--- config.mk ---
export PLATFORM = sky130hd
export DESIGN_NAME = brf_ctrl
export DESIGN_NICKNAME = d
export VERILOG_FILES = /design/src/design/brf_pkg.sv /design/src/design/brf_ctrl.sv
export SDC_FILE = /design/constraint.sdc
export NUM_CORES = 1
export LEC_CHECK = 0
export BUFFER_PORTS_ARGS = -buffer_cell sky130_fd_sc_hd__buf_2
export CAP_MARGIN = 20
export CORE_AREA = 2 2 39 41
export DETAILED_ROUTE_END_ITERATION = 6
export DIE_AREA = 0 0 41 43
export GPL_TIMING_DRIVEN = 1
export SETUP_SLACK_MARGIN = 0.2
export SLEW_MARGIN = 20
export SYNTH_ARGS = -nofsm -noshare
export SYNTH_HDL_FRONTEND = slang
export SYNTH_SLANG_ARGS = --single-unit
export TNS_END_PERCENT = 30
--- constraint.sdc ---
create_clock -name clk -period 1.02 [get_ports clk]
set_input_delay 0 -clock clk [delete_from_list [all_inputs] [get_ports clk]]
set_output_delay 0 -clock clk [all_outputs]
set_load 0.005 [all_outputs]
--- src/design/brf_pkg.sv ---
`timescale 1ns / 1ps
package brf_pkg;

	localparam int SLOTS_DEF = 1024;
	localparam int LANES     = 8;

	localparam int OP_W   = 2;
	localparam int DATA_W = 64;
	localparam int CNT_W  = 4;
	localparam int USED_W = 10;
	localparam int LANE_W = 3;

	localparam logic [OP_W-1:0] OP_ENQ  = 2'd0;
	localparam logic [OP_W-1:0] OP_DEQ  = 2'd1;
	localparam logic [OP_W-1:0] OP_PEEK = 2'd2;
	localparam logic [OP_W-1:0] OP_BAD  = 2'd3;

	typedef struct packed {
		logic latch;
		logic eval;
		logic wr;
		logic rd;
		logic cap;
		logic fin;
	} brf_cmd_t;

	typedef struct packed {
		logic enq;
		logic lanes_done;
	} brf_sts_t;

endpackage

--- src/design/brf_ctrl.sv ---
`timescale 1ns / 1ps
module brf_ctrl (
	input  logic              clk,
	input  logic              arst_n,
	input  logic              start,
	output logic              busy,
	output logic              done,
	input  brf_pkg::brf_sts_t sts,
	output brf_pkg::brf_cmd_t cmd
);
	import brf_pkg::*;

	localparam logic [2:0] S_IDLE = 3'd0;
	localparam logic [2:0] S_EVAL = 3'd1;
	localparam logic [2:0] S_MOVE = 3'd2;
	localparam logic [2:0] S_CAP  = 3'd3;
	localparam logic [2:0] S_FIN  = 3'd4;

	logic [2:0] state_q, state_d;
	logic       done_q;

	assign busy = (state_q != S_IDLE);
	assign done = done_q;

	always_comb begin
		state_d   = state_q;
		cmd       = '0;
		cmd.latch = start && (state_q == S_IDLE);
		unique case (state_q)
			S_IDLE: begin
				if (start) state_d = S_EVAL;
			end
			S_EVAL: begin
				cmd.eval = 1'b1;
				state_d  = S_MOVE;
			end
			S_MOVE: begin
				if (sts.lanes_done) begin
					state_d = S_FIN;
				end else if (sts.enq) begin
					cmd.wr = 1'b1;
				end else begin
					cmd.rd  = 1'b1;
					state_d = S_CAP;
				end
			end
			S_CAP: begin
				cmd.cap = 1'b1;
				state_d = S_MOVE;
			end
			S_FIN: begin
				cmd.fin = 1'b1;
				state_d = S_IDLE;
			end
			default: state_d = S_IDLE;
		endcase
	end

	always_ff @(posedge clk or negedge arst_n) begin
		if (!arst_n) begin
			state_q <= S_IDLE;
			done_q  <= 1'b0;
		end else begin
			state_q <= state_d;
			done_q  <= cmd.fin;
		end
	end

	a_done_after_fin: assert property (@(posedge clk) disable iff (!arst_n)
		done |-> $past(state_q) == S_FIN)
		else $error("result strobe without finish step");
	a_accept_busy: assert property (@(posedge clk) disable iff (!arst_n)
		cmd.latch |=> busy)
		else $error("request taken but block not busy");

endmodule

# [Word-level counts from Yosys, hierarchy flattened]
# Cells that the tools add are included.
[classes] n_eq_ne=6 n_mux=11 n_reduce_logical=5
[op_table] op="$mux W3" n=3
[op_table] op="$pmux W3 S3" n=1
[op_table] op="$eq A3 B2 Y1 const B" n=2
[op_table] op="$mux W1" n=5
[op_table] op="$mux W2" n=2
[op_table] op="$eq A3 B1 Y1 const B" n=1
[op_table] op="$eq A3 B3 Y1 const B" n=1
[op_table] op="$logic_not A3 Y1" n=1
[op_table] op="$ne A3 B3 Y1 const B" n=1
[op_table] op="$reduce_bool A3 Y1" n=1
[op_table] op="$ne A2 B2 Y1 const B" n=1
[op_table] op="$reduce_and A2 Y1" n=1
[op_table] op="$reduce_or A2 Y1" n=1
[op_table] op="$logic_and A1 B1 Y1" n=1
[word_totals] reg_bits=4

# [Longest topological paths before layout]
[logic_depth] ltp_word=3 depth_mapped=2 ltp_nobuf=2

# [Worst setup path after synthesis]
# OpenSTA, ideal clock, no wires.
[synth_path] path_type="register -> output" from="register state_q[1]" to="output port cmd[5] (netlist name)" arrival_ps=903 required_ps=1020 slack_ps=117 path_stages_with_launch=3 path_buffers=0 path_cell_list="dfrtp_1 > or3_4 > nor2_2"
[synth_lines] element="start: declaration" line_no="brf_ctrl.sv:19" text="logic [2:0] state_q, state_d;"
[synth_lines] element="start signal: assignment" line_no="brf_ctrl.sv:64" text="state_q <= state_d;"
[synth_lines] element="end: declaration" line_no="brf_ctrl.sv:9" text="output brf_pkg::brf_cmd_t cmd"

==> results by group <==
Pwr
  • Tot Pwr: 0.913 mW
  • PwrDens: 2480 mW/mm^2
  • Peak VDD IR: 717 uV
  • Pleak: 0.193 nW

Detailed routing
  • Top layer in use: met4
  • DR vias: 208
  • DRC violations left: 0
  • Post-DRT Antenna Nets: 0
  • Detailed Route WL: 504 um
  • Met3 Routed Length: 38 um
  • Initial drt markers: 2
  • Routed wl met2: 219 um
  • Drt first pass iters: 2
  • DRT met1 WL: 227 um
  • Wire per inst: 9.00 um
  • Via density: 3.71

Clock tree
  • H-tree depth: 1
  • TritonCTS Buffers: 3
  • CTS sink count: 4
  • Worst skew pair latency: 0.23 ns
  • Clk pin slew, worst setup/hold paths: 0.04 ns
  • CTS tree: yes
  • Clk root buf: clkbuf_4
  • Clock Path Buffers: 2

STA
  • FMAX: 0.827 GHz
  • Final Hold Fails: 0
  • Final period utilization: 1.19
  • Final setup violation count: 7
  • Final min period: 1.21 ns
  • Clock skew: 0.00332 ns
  • Relative slew slack: 0.842
  • Worst-margin pin slew: 0.236 ns
  • Final slew viol count: 0
  • Unrepaired setup endpoints after global routing: true
  • Fin worst setup slack: -0.190 ns

Global routing
  • Total gr overflow: 0
  • First-pass GRT wire length: 807 um
  • Initial antenna violation count: 0
  • GR Util All Layers: 0.0805
  • Number of global-route vias before repair: 207
  • Pin count of the biggest net entering global routing: 6

Yosys
  • Top cell type's share of synthesized area: 0.460
  • Mapped Cells: 20
  • Syn_area_per_cell: 10.9 um^2
  • #FFs+latches synth: 4
  • Area leader, netlist: dfrtp_1
  • Area contributors post-synth: dfrtp_1, nor3b_1, and4bb_2
  • Sequential-to-total area share from yosys stat: 0.460
  • Netlist cell types: 15
  • Synth warn: 0
  • Syn_nets: 25
  • Post-Syn Area: 218 um^2

Final layout
  • Commonest non-fill, non-tap cell in the layout: buf_2
  • Antenna cells: 0
  • Most frequent cells in the layout: buf_2, dfrtp_1, buf_4
  • Share of cells above drive strength 1: 0.675
  • Fin util: 0.266
  • P&R area growth vs syn: 69.0%
  • Fin area: 368 um^2
  • Layout Nets: 47

Run
  • Maxcap violations: 0

Die
  • Die Wd: 41 um
  • I/O pins: 13
  • Core box area: 0.00138 mm^2
  • Rows: 14
  • DIE HEIGHT: 43 um
  • Initial core utilization: 0.157
  • Die ar.: 0.00176 mm^2

Worst setup path
  • Crit path kind: reg -> out
  • Worst setup path end: cmd[5]
  • Reg2Reg Setup Slack: 0.13 ns
  • Reg-to-Reg End: done$_DFF_PN0_
  • CP Launch Point: state_q[2]$_DFFE_PN0P_
  • Critical path launch point type: flip-flop
  • Crit path required time: 1.02 ns
  • FF-to-FF path depth: 2
  • Critical-path maximum fanout: 4
  • Setup crit end kind: output pin
  • RR Startpoint: state_q[1]$_DFFE_PN0P_
  • CP arrival: 1.21 ns

Hold path
  • Hold WC Path Type: in -> reg
  • Hold path cells: 2

Outcome
  • Status: finished, violations left
  • Failing checks: negative setup slack

Placed design
  • Placed Area: 305 um^2
  • Pre-CTS setup slack: 0.0276 ns
  • Input/output buffers: 12
  • GP Congestion: 0.737
-- power breakdown --
part | leakage [nW] | switching [mW] | internal (mW) | total [mW]
Combinational | 0.127 | 0.184 | 0.268 | 0.452
Sequential | 0.0526 | 0.0531 | 0.214 | 0.267
Clock | 0.0138 | 0.0624 | 0.131 | 0.194
-- cell usage after synthesis --
cell type	count
and3_2	1
inv_1	2
nor2_2	1
nand2b_1	1
nor3b_2	1
nor2_1	1
o21a_1	1
dfrtp_1	4
nor3b_1	2
or3_4	1
nor2b_1	1
and4b_2	1
and4bb_2	1
nor3_1	1
a21oi_1	1
-- state kept, by name, summed over array words and instances, names as in the netlist --
register	flops
done	1
state_q	3
-- through the flow --
step / hold WS [ns] / setup TNS, ns / cells
4_1_cts: 0.0816 / -1.14 / 56
3_3_place_gp: -0.193 / 0 / 49
2_1_floorplan: -0.296 / 0 / 20
3_5_place_dp: -0.188 / 0 / 49
5_1_grt: 0.101 / -1.44 / 56
6_report: 0.0915 / -0.995 / 56
-- routing by layer --
metal | track usage | vias up
li1 | - | 111
met1 | 0.0809 | 85
met2 | 0.0875 | 10
met3 | 0.0314 | 2
met4 | 0.140 | 0
met5 | 0 | -
-- layout make-up --
type / instances / area [um^2]
timing repair buffer: 17 / 100
tap: 16 / 20.0
sequential: 4 / 100
inverter: 2 / 7.51
clock buffer: 3 / 22.5
fill: 155 / 1020
multi-input combinational: 14 / 118
-- worst max-delay path, stage by stage, from the launching register on --
cell	delay (ns)
dfrtp_1	0.40
or3_4	0.40
nor2_2	0.07
buf_2	0.10
-- kinds of logic (layout without fill, tap and decap cells) --
kind of cell    after synthesis  in the layout  synth area share
simple gates                 12             12             0.448
compound gates                2              2            0.0575
buf+inv                       2             22            0.0345
flops                         4              4             0.460
-- timing repair --
item / 4_1_cts / 5_1_grt
setup endpoints to repair: 10 / 11
hold buffers: 1 / 0
hold endpoints to repair: 4 / 0
cloned: 0 / 0
buffers inserted: 3 / 0
gates resized for setup: 1 / 1
pin swaps: 5 / 2
-- worst min path at each step --
stage | startpoint | endpoint | slack, ns
floorplan | arst_n | done$_DFF_PN0_ | -0.30
global placement | arst_n | done$_DFF_PN0_ | -0.19
detailed placement | arst_n | done$_DFF_PN0_ | -0.19
CTS | sts[0] | state_q[2]$_DFFE_PN0P_ | 0.08
global route | sts[0] | state_q[2]$_DFFE_PN0P_ | 0.10
finish | sts[0] | state_q[2]$_DFFE_PN0P_ | 0.09
Power figures use the tool's default switching activity.
